### src/rtl/lbc_pkg.sv
// Shared types and constants for the fourth-order low-pass biquad cascade.
// Used by lbc_ctrl, lbc_datapath and the top level; no dependencies.
package lbc_pkg;

    // Field and format widths
    localparam int SAMPLE_W         = 16;
    localparam int COEF_W           = 44;
    localparam int SIG_W            = 40;
    localparam int COEF_FRAC_BITS   = 40;
    localparam int SIGNAL_FRAC_BITS = 16;
    localparam int XS_W             = SIG_W + 2;       // feed-forward sum x0 + 2*x1 + x2
    localparam int FF_W             = SAMPLE_W + 2;    // raw-sample feed-forward sum
    localparam int ACC_W            = COEF_W + XS_W + 2;
    localparam int SHR_W            = ACC_W - COEF_FRAC_BITS;
    localparam int INT_W            = SIG_W + 1 - SIGNAL_FRAC_BITS;

    // Split of each coefficient product into four partial products
    localparam int C_LO_W = COEF_W / 2;
    localparam int D_LO_W = XS_W / 2;
    localparam int CP_W   = COEF_W - C_LO_W + 1;
    localparam int DP_W   = XS_W - D_LO_W + 1;
    localparam int PP_W   = CP_W + DP_W;

    // Sequencing: three products per section, four partial products each
    localparam int STEP_W        = 4;
    localparam int STEPS_PER_SEC = 12;

    // Configuration register indexes
    localparam int IDX_W = 3;
    localparam logic [IDX_W-1:0] REG_FIRST_A1    = 3'd0;
    localparam logic [IDX_W-1:0] REG_FIRST_A2    = 3'd1;
    localparam logic [IDX_W-1:0] REG_FIRST_GAIN  = 3'd2;
    localparam logic [IDX_W-1:0] REG_SECOND_A1   = 3'd3;
    localparam logic [IDX_W-1:0] REG_SECOND_A2   = 3'd4;
    localparam logic [IDX_W-1:0] REG_SECOND_GAIN = 3'd5;

    // Coefficient reset values, Q3.40
    localparam logic signed [COEF_W-1:0] FIRST_A1_RST    = -44'sd2191023329552;
    localparam logic signed [COEF_W-1:0] FIRST_A2_RST    = 44'sd1091609015776;
    localparam logic signed [COEF_W-1:0] FIRST_GAIN_RST  = 44'sd24328500;
    localparam logic signed [COEF_W-1:0] SECOND_A1_RST   = -44'sd2179944305552;
    localparam logic signed [COEF_W-1:0] SECOND_A2_RST   = 44'sd1080529507776;
    localparam logic signed [COEF_W-1:0] SECOND_GAIN_RST = 44'sd24205480;

    // Saturation bounds
    localparam logic signed [SIG_W-1:0]    SIG_MAX    = {1'b0, {(SIG_W-1){1'b1}}};
    localparam logic signed [SIG_W-1:0]    SIG_MIN    = {1'b1, {(SIG_W-1){1'b0}}};
    localparam logic signed [SAMPLE_W-1:0] SAMPLE_MAX = {1'b0, {(SAMPLE_W-1){1'b1}}};
    localparam logic signed [SAMPLE_W-1:0] SAMPLE_MIN = {1'b1, {(SAMPLE_W-1){1'b0}}};

    // Commands from the controller to the datapath
    typedef struct packed {
        logic              load_in;   // capture sample, form first-section sum
        logic              mul_en;    // issue one partial product
        logic              round;     // round and saturate the accumulator
        logic              load_xs2;  // form second-section sum
        logic              commit;    // update histories, load output
        logic              sec;       // 0: first section, 1: second section
        logic [STEP_W-1:0] step;      // term in [3:2], partial product in [1:0]
    } lbc_cmd_t;

endpackage

### src/rtl/lbc_ctrl.sv
// Controller for the biquad cascade: sequences the shared multiplier,
// rounding and history commit, and owns both handshakes. Uses lbc_pkg.
module lbc_ctrl (
    input  logic              clk,
    input  logic              rst_n,
    input  logic              in_valid,
    output logic              in_stall,
    output logic              out_valid,
    input  logic              out_stall,
    output lbc_pkg::lbc_cmd_t cmd
);

    localparam logic [2:0] S_IDLE  = 3'd0;
    localparam logic [2:0] S_MUL   = 3'd1;
    localparam logic [2:0] S_DRAIN = 3'd2;
    localparam logic [2:0] S_ROUND = 3'd3;
    localparam logic [2:0] S_XS2   = 3'd4;
    localparam logic [2:0] S_DONE  = 3'd5;

    logic [2:0]                  state_reg, state_next;
    logic [lbc_pkg::STEP_W-1:0] step_reg, step_next;
    logic                        sec_reg, sec_next;
    logic                        out_valid_reg, out_valid_next;
    logic                        slot_free;

    assign slot_free = !out_valid_reg || !out_stall;
    assign in_stall  = (state_reg != S_IDLE);
    assign out_valid = out_valid_reg;

    always_comb
    begin
        state_next   = state_reg;
        step_next    = step_reg;
        sec_next     = sec_reg;
        cmd          = '0;
        cmd.sec      = sec_reg;
        cmd.step     = step_reg;
        unique case (state_reg)
            S_IDLE:
            begin
                if (in_valid)
                begin
                    cmd.load_in = 1'b1;
                    sec_next    = 1'b0;
                    step_next   = '0;
                    state_next  = S_MUL;
                end
            end
            S_MUL:
            begin
                cmd.mul_en = 1'b1;
                if (step_reg == lbc_pkg::STEP_W'(lbc_pkg::STEPS_PER_SEC - 1))
                begin
                    state_next = S_DRAIN;
                end
                else
                begin
                    step_next = step_reg + 1'b1;
                end
            end
            S_DRAIN:
            begin
                // last partial product lands in the accumulator here
                state_next = S_ROUND;
            end
            S_ROUND:
            begin
                cmd.round  = 1'b1;
                state_next = sec_reg ? S_DONE : S_XS2;
            end
            S_XS2:
            begin
                cmd.load_xs2 = 1'b1;
                sec_next     = 1'b1;
                step_next    = '0;
                state_next   = S_MUL;
            end
            S_DONE:
            begin
                // hold until the output register can take the result
                if (slot_free)
                begin
                    cmd.commit = 1'b1;
                    state_next = S_IDLE;
                end
            end
            default:
            begin
                state_next = S_IDLE;
            end
        endcase
    end

    always_comb
    begin
        out_valid_next = out_valid_reg;
        if (cmd.commit)
        begin
            out_valid_next = 1'b1;
        end
        else if (out_valid_reg && !out_stall)
        begin
            out_valid_next = 1'b0;
        end
    end

    always_ff @(posedge clk or negedge rst_n)
    begin
        if (!rst_n)
        begin
            state_reg     <= S_IDLE;
            step_reg      <= '0;
            sec_reg       <= 1'b0;
            out_valid_reg <= 1'b0;
        end
        else
        begin
            state_reg     <= state_next;
            step_reg      <= step_next;
            sec_reg       <= sec_next;
            out_valid_reg <= out_valid_next;
        end
    end

endmodule

### src/rtl/lbc_datapath.sv
// Datapath for the biquad cascade: coefficient registers, histories, the
// shared 23x22 multiplier, the wide accumulator and rounding. Uses lbc_pkg.
module lbc_datapath (
    input  logic                                clk,
    input  logic                                rst_n,
    input  lbc_pkg::lbc_cmd_t                   cmd,
    input  logic signed [lbc_pkg::SAMPLE_W-1:0] sample_in,
    input  logic                                cfg_wr_en,
    input  logic [lbc_pkg::IDX_W-1:0]           cfg_index,
    input  logic [lbc_pkg::COEF_W-1:0]          cfg_data,
    output logic signed [lbc_pkg::SAMPLE_W-1:0] sample_out
);

    // Coefficients
    logic signed [lbc_pkg::COEF_W-1:0] first_a1_reg, first_a2_reg, first_gain_reg;
    logic signed [lbc_pkg::COEF_W-1:0] second_a1_reg, second_a2_reg, second_gain_reg;

    // Histories (entry 0 newest)
    logic signed [lbc_pkg::SAMPLE_W-1:0] in_hist0_reg, in_hist1_reg;
    logic signed [lbc_pkg::SIG_W-1:0]    out1_hist0_reg, out1_hist1_reg;
    logic signed [lbc_pkg::SIG_W-1:0]    out2_hist0_reg, out2_hist1_reg;

    // Working registers
    logic signed [lbc_pkg::SAMPLE_W-1:0] sample_reg;
    logic signed [lbc_pkg::XS_W-1:0]     xs_reg;
    logic signed [lbc_pkg::SIG_W-1:0]    y1_reg, y2_reg;
    logic signed [lbc_pkg::ACC_W-1:0]    acc_reg, acc_next;
    logic signed [lbc_pkg::PP_W-1:0]     pp_reg;
    logic                                pp_valid_reg;
    logic                                pp_sub_reg;
    logic [1:0]                          pp_part_reg;
    logic signed [lbc_pkg::SAMPLE_W-1:0] out_data_reg;

    logic signed [lbc_pkg::ACC_W-1:0]    acc_half;
    logic signed [lbc_pkg::FF_W-1:0]     ff_sum;
    logic signed [lbc_pkg::XS_W-1:0]     xs1, xs2;
    logic signed [lbc_pkg::COEF_W-1:0]   coef_sel;
    logic signed [lbc_pkg::XS_W-1:0]     opnd_sel;
    logic                                sub_sel;
    logic signed [lbc_pkg::CP_W-1:0]     coef_part;
    logic signed [lbc_pkg::DP_W-1:0]     opnd_part;
    logic signed [lbc_pkg::PP_W-1:0]     pp_next;
    logic signed [lbc_pkg::ACC_W-1:0]    pp_ext, addend;
    logic signed [lbc_pkg::SHR_W-1:0]    acc_shr;
    logic signed [lbc_pkg::SIG_W-1:0]    y_sat;
    logic signed [lbc_pkg::SIG_W:0]      y2_rnd;
    logic signed [lbc_pkg::INT_W-1:0]    y2_int;
    logic signed [lbc_pkg::SAMPLE_W-1:0] out_sat;

    assign acc_half = lbc_pkg::ACC_W'(1) <<< (lbc_pkg::COEF_FRAC_BITS - 1);

    // Feed-forward sums
    assign ff_sum = lbc_pkg::FF_W'(sample_in)
                  + (lbc_pkg::FF_W'(in_hist0_reg) <<< 1)
                  + lbc_pkg::FF_W'(in_hist1_reg);
    assign xs1 = lbc_pkg::XS_W'(ff_sum) <<< lbc_pkg::SIGNAL_FRAC_BITS;
    assign xs2 = lbc_pkg::XS_W'(y1_reg)
               + (lbc_pkg::XS_W'(out1_hist0_reg) <<< 1)
               + lbc_pkg::XS_W'(out1_hist1_reg);

    // Operand select: term 0 is gain*xs, terms 1 and 2 subtract the feedback
    always_comb
    begin
        case (cmd.step[3:2])
            2'd0:
            begin
                coef_sel = cmd.sec ? second_gain_reg : first_gain_reg;
                opnd_sel = xs_reg;
                sub_sel  = 1'b0;
            end
            2'd1:
            begin
                coef_sel = cmd.sec ? second_a1_reg : first_a1_reg;
                opnd_sel = cmd.sec ? lbc_pkg::XS_W'(out2_hist0_reg)
                                   : lbc_pkg::XS_W'(out1_hist0_reg);
                sub_sel  = 1'b1;
            end
            2'd2:
            begin
                coef_sel = cmd.sec ? second_a2_reg : first_a2_reg;
                opnd_sel = cmd.sec ? lbc_pkg::XS_W'(out2_hist1_reg)
                                   : lbc_pkg::XS_W'(out1_hist1_reg);
                sub_sel  = 1'b1;
            end
            default:
            begin
                coef_sel = '0;
                opnd_sel = '0;
                sub_sel  = 1'b0;
            end
        endcase
    end

    // Low halves are unsigned, high halves carry the sign
    assign coef_part = cmd.step[0]
        ? {coef_sel[lbc_pkg::COEF_W-1], coef_sel[lbc_pkg::COEF_W-1:lbc_pkg::C_LO_W]}
        : {{(lbc_pkg::CP_W - lbc_pkg::C_LO_W){1'b0}}, coef_sel[lbc_pkg::C_LO_W-1:0]};
    assign opnd_part = cmd.step[1]
        ? {opnd_sel[lbc_pkg::XS_W-1], opnd_sel[lbc_pkg::XS_W-1:lbc_pkg::D_LO_W]}
        : {{(lbc_pkg::DP_W - lbc_pkg::D_LO_W){1'b0}}, opnd_sel[lbc_pkg::D_LO_W-1:0]};
    assign pp_next = coef_part * opnd_part;

    // Align the registered partial product
    assign pp_ext = lbc_pkg::ACC_W'(pp_reg);
    always_comb
    begin
        case (pp_part_reg)
            2'd0:    addend = pp_ext;
            2'd1:    addend = pp_ext <<< lbc_pkg::C_LO_W;
            2'd2:    addend = pp_ext <<< lbc_pkg::D_LO_W;
            default: addend = pp_ext <<< (lbc_pkg::C_LO_W + lbc_pkg::D_LO_W);
        endcase
    end

    always_comb
    begin
        acc_next = acc_reg;
        if (cmd.load_in || cmd.load_xs2)
        begin
            acc_next = acc_half;
        end
        else if (pp_valid_reg)
        begin
            acc_next = pp_sub_reg ? (acc_reg - addend) : (acc_reg + addend);
        end
    end

    // Section result: drop fraction bits, saturate to the signal range
    assign acc_shr = acc_reg[lbc_pkg::ACC_W-1:lbc_pkg::COEF_FRAC_BITS];
    always_comb
    begin
        if (acc_shr > lbc_pkg::SHR_W'(lbc_pkg::SIG_MAX))
        begin
            y_sat = lbc_pkg::SIG_MAX;
        end
        else if (acc_shr < lbc_pkg::SHR_W'(lbc_pkg::SIG_MIN))
        begin
            y_sat = lbc_pkg::SIG_MIN;
        end
        else
        begin
            y_sat = acc_shr[lbc_pkg::SIG_W-1:0];
        end
    end

    // Output: round half up to an integer, saturate to 16 bits
    assign y2_rnd = (lbc_pkg::SIG_W + 1)'(y2_reg)
                  + ((lbc_pkg::SIG_W + 1)'(1) <<< (lbc_pkg::SIGNAL_FRAC_BITS - 1));
    assign y2_int = y2_rnd[lbc_pkg::SIG_W:lbc_pkg::SIGNAL_FRAC_BITS];
    always_comb
    begin
        if (y2_int > lbc_pkg::INT_W'(lbc_pkg::SAMPLE_MAX))
        begin
            out_sat = lbc_pkg::SAMPLE_MAX;
        end
        else if (y2_int < lbc_pkg::INT_W'(lbc_pkg::SAMPLE_MIN))
        begin
            out_sat = lbc_pkg::SAMPLE_MIN;
        end
        else
        begin
            out_sat = y2_int[lbc_pkg::SAMPLE_W-1:0];
        end
    end

    assign sample_out = out_data_reg;

    // Control state, coefficients and histories
    always_ff @(posedge clk or negedge rst_n)
    begin
        if (!rst_n)
        begin
            pp_valid_reg    <= 1'b0;
            first_a1_reg    <= lbc_pkg::FIRST_A1_RST;
            first_a2_reg    <= lbc_pkg::FIRST_A2_RST;
            first_gain_reg  <= lbc_pkg::FIRST_GAIN_RST;
            second_a1_reg   <= lbc_pkg::SECOND_A1_RST;
            second_a2_reg   <= lbc_pkg::SECOND_A2_RST;
            second_gain_reg <= lbc_pkg::SECOND_GAIN_RST;
            in_hist0_reg    <= '0;
            in_hist1_reg    <= '0;
            out1_hist0_reg  <= '0;
            out1_hist1_reg  <= '0;
            out2_hist0_reg  <= '0;
            out2_hist1_reg  <= '0;
        end
        else
        begin
            pp_valid_reg <= cmd.mul_en;
            if (cfg_wr_en)
            begin
                unique case (cfg_index)
                    lbc_pkg::REG_FIRST_A1:    first_a1_reg    <= cfg_data;
                    lbc_pkg::REG_FIRST_A2:    first_a2_reg    <= cfg_data;
                    lbc_pkg::REG_FIRST_GAIN:  first_gain_reg  <= cfg_data;
                    lbc_pkg::REG_SECOND_A1:   second_a1_reg   <= cfg_data;
                    lbc_pkg::REG_SECOND_A2:   second_a2_reg   <= cfg_data;
                    lbc_pkg::REG_SECOND_GAIN: second_gain_reg <= cfg_data;
                    default:
                    begin
                        // drop writes to unknown indexes
                    end
                endcase
            end
            if (cmd.commit)
            begin
                in_hist1_reg   <= in_hist0_reg;
                in_hist0_reg   <= sample_reg;
                out1_hist1_reg <= out1_hist0_reg;
                out1_hist0_reg <= y1_reg;
                out2_hist1_reg <= out2_hist0_reg;
                out2_hist0_reg <= y2_reg;
            end
        end
    end

    // Payload registers
    always_ff @(posedge clk)
    begin
        acc_reg <= acc_next;
        if (cmd.load_in)
        begin
            sample_reg <= sample_in;
            xs_reg     <= xs1;
        end
        else if (cmd.load_xs2)
        begin
            xs_reg <= xs2;
        end
        if (cmd.mul_en)
        begin
            pp_reg      <= pp_next;
            pp_sub_reg  <= sub_sel;
            pp_part_reg <= cmd.step[1:0];
        end
        if (cmd.round)
        begin
            if (cmd.sec)
            begin
                y2_reg <= y_sat;
            end
            else
            begin
                y1_reg <= y_sat;
            end
        end
        if (cmd.commit)
        begin
            out_data_reg <= out_sat;
        end
    end

endmodule

### src/rtl/lowpass_biquad_cascade_4th_order.sv
// Fourth-order low-pass filter: two cascaded biquad sections, Q3.40 coefficients.
// Samples are taken one at a time: in_stall is high from the input transfer until
//   the result commits, paced by the single shared 23x22 multiplier,
//   which takes four partial products per coefficient product, 12 per section.
// Reset: coefficients load their default Butterworth values, all histories clear,
//   no output is pending. Depends on lbc_pkg, lbc_ctrl and lbc_datapath.
module lowpass_biquad_cascade_4th_order (
    input  logic                                clk,
    input  logic                                rst_n,
    input  logic                                in_valid,
    output logic                                in_stall,
    input  logic signed [lbc_pkg::SAMPLE_W-1:0] sample_in,
    output logic                                out_valid,
    input  logic                                out_stall,
    output logic signed [lbc_pkg::SAMPLE_W-1:0] sample_out,
    input  logic                                cfg_wr_en,
    input  logic [lbc_pkg::IDX_W-1:0]           cfg_index,
    input  logic [lbc_pkg::COEF_W-1:0]          cfg_data
);

    lbc_pkg::lbc_cmd_t cmd;

    lbc_ctrl u_ctrl (
        .clk       (clk),
        .rst_n     (rst_n),
        .in_valid  (in_valid),
        .in_stall  (in_stall),
        .out_valid (out_valid),
        .out_stall (out_stall),
        .cmd       (cmd)
    );

    lbc_datapath u_datapath (
        .clk        (clk),
        .rst_n      (rst_n),
        .cmd        (cmd),
        .sample_in  (sample_in),
        .cfg_wr_en  (cfg_wr_en),
        .cfg_index  (cfg_index),
        .cfg_data   (cfg_data),
        .sample_out (sample_out)
    );

endmodule
### config.mk
export PLATFORM = sky130hd
export DESIGN_NAME = lowpass_biquad_cascade_4th_order
export DESIGN_NICKNAME = d
export VERILOG_FILES = /design/src/rtl/lbc_pkg.sv /design/src/rtl/lbc_ctrl.sv /design/src/rtl/lbc_datapath.sv /design/src/rtl/lowpass_biquad_cascade_4th_order.sv
export SDC_FILE = /design/constraint.sdc
export NUM_CORES = 2
export LEC_CHECK = 0
export BUFFER_PORTS_ARGS = -buffer_cell sky130_fd_sc_hd__buf_2
export CORE_MARGIN = 2
export CORE_UTILIZATION = 59
export DETAILED_ROUTE_END_ITERATION = 7
export PLACE_DENSITY = 0.83
export SLEW_MARGIN = 40
export SYNTH_ARGS = -nofsm -noshare
export SYNTH_HDL_FRONTEND = slang
export SYNTH_SLANG_ARGS = --single-unit
### constraint.sdc
create_clock -name clk -period 12.88 [get_ports clk]
set_clock_uncertainty 0.1 [all_clocks]
set_input_delay 2.576 -clock clk [delete_from_list [all_inputs] [get_ports clk]]
set_output_delay 2.576 -clock clk [all_outputs]
set_load 0.05 [all_outputs]
==> summary.txt <==
Floorplanning
  • Die Ht: between 300 and 400 um
  • Initial Util: roughly three fifths
  • Row Count: about 120
  • Core Region: 104000 sq um
  • Die Wd: approximately 330 um
  • Num ports: 86
  • Die area: 108000 sq um

Routing
  • Routed Antenna Nets: 0
  • WL per Instance: between 20 and 25 um
  • Routed via count: just under 50k
  • Routed WL: around 180000 um
  • Post-route DRC: 45
  • Initial DRC count: ~6k
  • First-pass DRT Iterations: 8
  • Vias per cell: between 6 and 7

STA
  • Relative slew slack: 39.5%
  • RSZ-0062 raised after global routing: no
  • Setup TNS: 0 ns
  • F_max: between 0.09 and 0.1 GHz
  • Final min period: between 10 and 15 ns
  • Final hold vios: 0
  • Final setup fails: 0
  • Actual slew at the worst max-slew pin: 0.907 ns
  • Period utilization: a little under nine tenths
  • Slew Limit Fails: 0

Cells and area
  • Max reg flops: 88
  • Fraction of layout instances using a drive strength above 1: 14.2%
  • Fin nets: 7231
  • Fillers: roughly 8k
  • Area grow syn2layout: 8.01%

Critical path
  • CP max FO: 58
  • Worst Path Required: between 10 and 15 ns
  • Startpoint type of the worst setup path: flip-flop
  • Critical path's most frequent cell: fa_1
  • Critical path class: reg2reg
  • CP Capture Type: flip-flop
  • Crit-path slowest cell: a211oi_4
  • Path depth of the worst reg2reg path: 29
  • CP max stage delay: between 0.7 and 0.8 ns
  • R2R Setup Slk: 1.91 ns
  • Data arrival time of the worst path: roughly 11 ns

Synthesis
  • Asr flop ratio synth: slightly above 60%
  • XOR/XNOR Fraction of Synth Area: under 10%
  • Flops & latches, synth: approximately 760
  • Mapped Avg Cell Area: between 9 and 10 sq um
  • Dominant synthesized flop cell: dfrtp_1
  • Synth Area in Adders: around a quarter
  • Post-synth top area cell: fa_1
  • Most frequent cell after synthesis: nand2_1
  • Seq/Total Area, Yosys: between 30% and 40%
  • Largest family of logic cells by synthesized area: adder cells
  • Post-synthesis simple-gate area fraction: 13.6%
  • Top cells by area, synth: fa_1, dfrtp_1, edfxtp_1
  • Netlist Area Pre-Place: between 60000 and 70000 sq um
  • Synth Area in Compound Gates: between 10 and 15%
  • Post-synth EDFFs: about 190
  • Synth warnings: 0
  • Post-synthesis net count: approximately 7.3k
  • Post-synth top area share: roughly a fifth
  • Distinct cells, synth: 90
  • Synth cell count leaders: nand2_1, inv_1, fa_1
  • Synth Instances: around 6.4k
  • Mux cell area share after synthesis: 9.19%

Outcome
  • Failing checks: design-rule violations
  • Status: finished with violations

Flow run
  • Max Cap Viol: 0

Hold path
  • Hold Crit Class: reg2reg
  • Hold depth: 2

CTS
  • CTS resizes: 0
  • Clock slew at reported path FFs: roughly 0.060 ns
  • Clock Sink Count: ~760
  • CTS Buffer Depth: 3
  • Setup bufs post-CTS: 0
  • Clock Latency Late Sink: around 0.71 ns
  • CTS tree: done
  • Htree depth: 3
  • Root Buffer: clkbuf_16
  • Hold Buf Count CTS: 0
  • Total CTS buffers: 84

Placement
  • Port bufs: 85
  • Global placer's final weighted congestion: a little over 1
  • DPL Wire Length: about 130000 um

Global routing
  • GRT Util Overall: roughly 33%
  • Number of global-route vias before repair: between 50k and 60k
  • Grt ovf: 0
  • Pin count of the biggest net entering global routing: 163
  • First-pass GRT wire length: 278000 um
  • Initial antenna violation count: 3
per-layer routing:
metal | GRT usage [%] | part of all wire, %
met1 | 41.8 | 38
met4 | 17.4 | 6.0
met5 | 0 | 0
met2 | 52.7 | 46
met3 | 8.17 | 10
final cells by class:
class	instances	area, sq um	share of cell area (%)
tap	1380	1730	2.58
timing repair buffer	193	1370	2.04
clock inverter	31	480	0.718
multi-input combinational	4587	38900	58.1
sequential	756	19500	29.1
inverter	672	2530	3.79
antenna	4	10.0	0.0150
clock buffer	127	2460	3.68
cell families (layout without fill, tap and decap cells):
| kind of cell | Yosys count | count (layout) |
|---|---|---|
| other cells | 0 | 4 |
| mux | 484 | 484 |
| fa+ha+maj | 869 | 869 |
| simple gates | 1958 | 1958 |
| buf+inv | 1015 | 1023 |
| xor+xnor | 257 | 257 |
| flops | 756 | 756 |
| compound gates | 1019 | 1019 |
worst max-delay path: cells and delay by family, from the launching register on:
kind / cells / cell delay (ns)
AOI/OAI and AO/OA: 10 / 3.50
and+or+nand+nor: 4 / 0.86
DFF: 1 / 0.44
buffers and inverters: 5 / 0.94
adders and majority gates: 9 / 4.66
xor gates and xnor gates: 1 / 0.16
through the flow:
stage          instances  setup slack, ns  utilization, %  hold WS, ns  area (sq um)
2_1_floorplan       6358             3.16               -        0.315         61900
3_3_place_gp        7580             2.26            61.4        0.318         63800
3_5_place_dp        7582             2.04            61.5        0.322         63800
4_1_cts             7740             1.96            64.4        0.341         66800
5_1_grt             7746             1.53            64.5        0.355         66900
6_report            7750             1.91            64.5        0.340         66900
cell usage in the layout (no fill, tap or decap), types with 125 or more instances in the layout:
cell type  instances
o21ai_0          144
fa_1             579
edfxtp_1         186
xnor2_1          163
mux2_2           350
dfrtp_1          354
ha_1             285
a21oi_1          292
nor2_1           374
a222oi_1         125
inv_1            670
a21o_1           155
nand2_1         1117
worst paths after layout:
kind                                                  from                                         to
min in group asynchronous                            rst_n  u_datapath.out2_hist0_reg[26]$_DFFE_PN0P_
hold / removal             u_datapath.y2_reg[12]$_DFFE_PP_  u_datapath.out2_hist0_reg[12]$_DFFE_PN0P_
setup / recovery            u_ctrl.step_reg[3]$_DFFE_PN0P_            u_datapath.pp_reg[43]$_DFFE_PP_
hold reg to reg            u_datapath.y2_reg[12]$_DFFE_PP_  u_datapath.out2_hist0_reg[12]$_DFFE_PN0P_
max in group asynchronous                            rst_n   u_datapath.second_a2_reg[15]$_DFFE_PN1P_
setup reg to reg            u_ctrl.step_reg[3]$_DFFE_PN0P_            u_datapath.pp_reg[43]$_DFFE_PP_
Power is left out: the tool's default activity adds up to more than one toggle a clock period on the data nets, which glitch-free logic cannot reach.
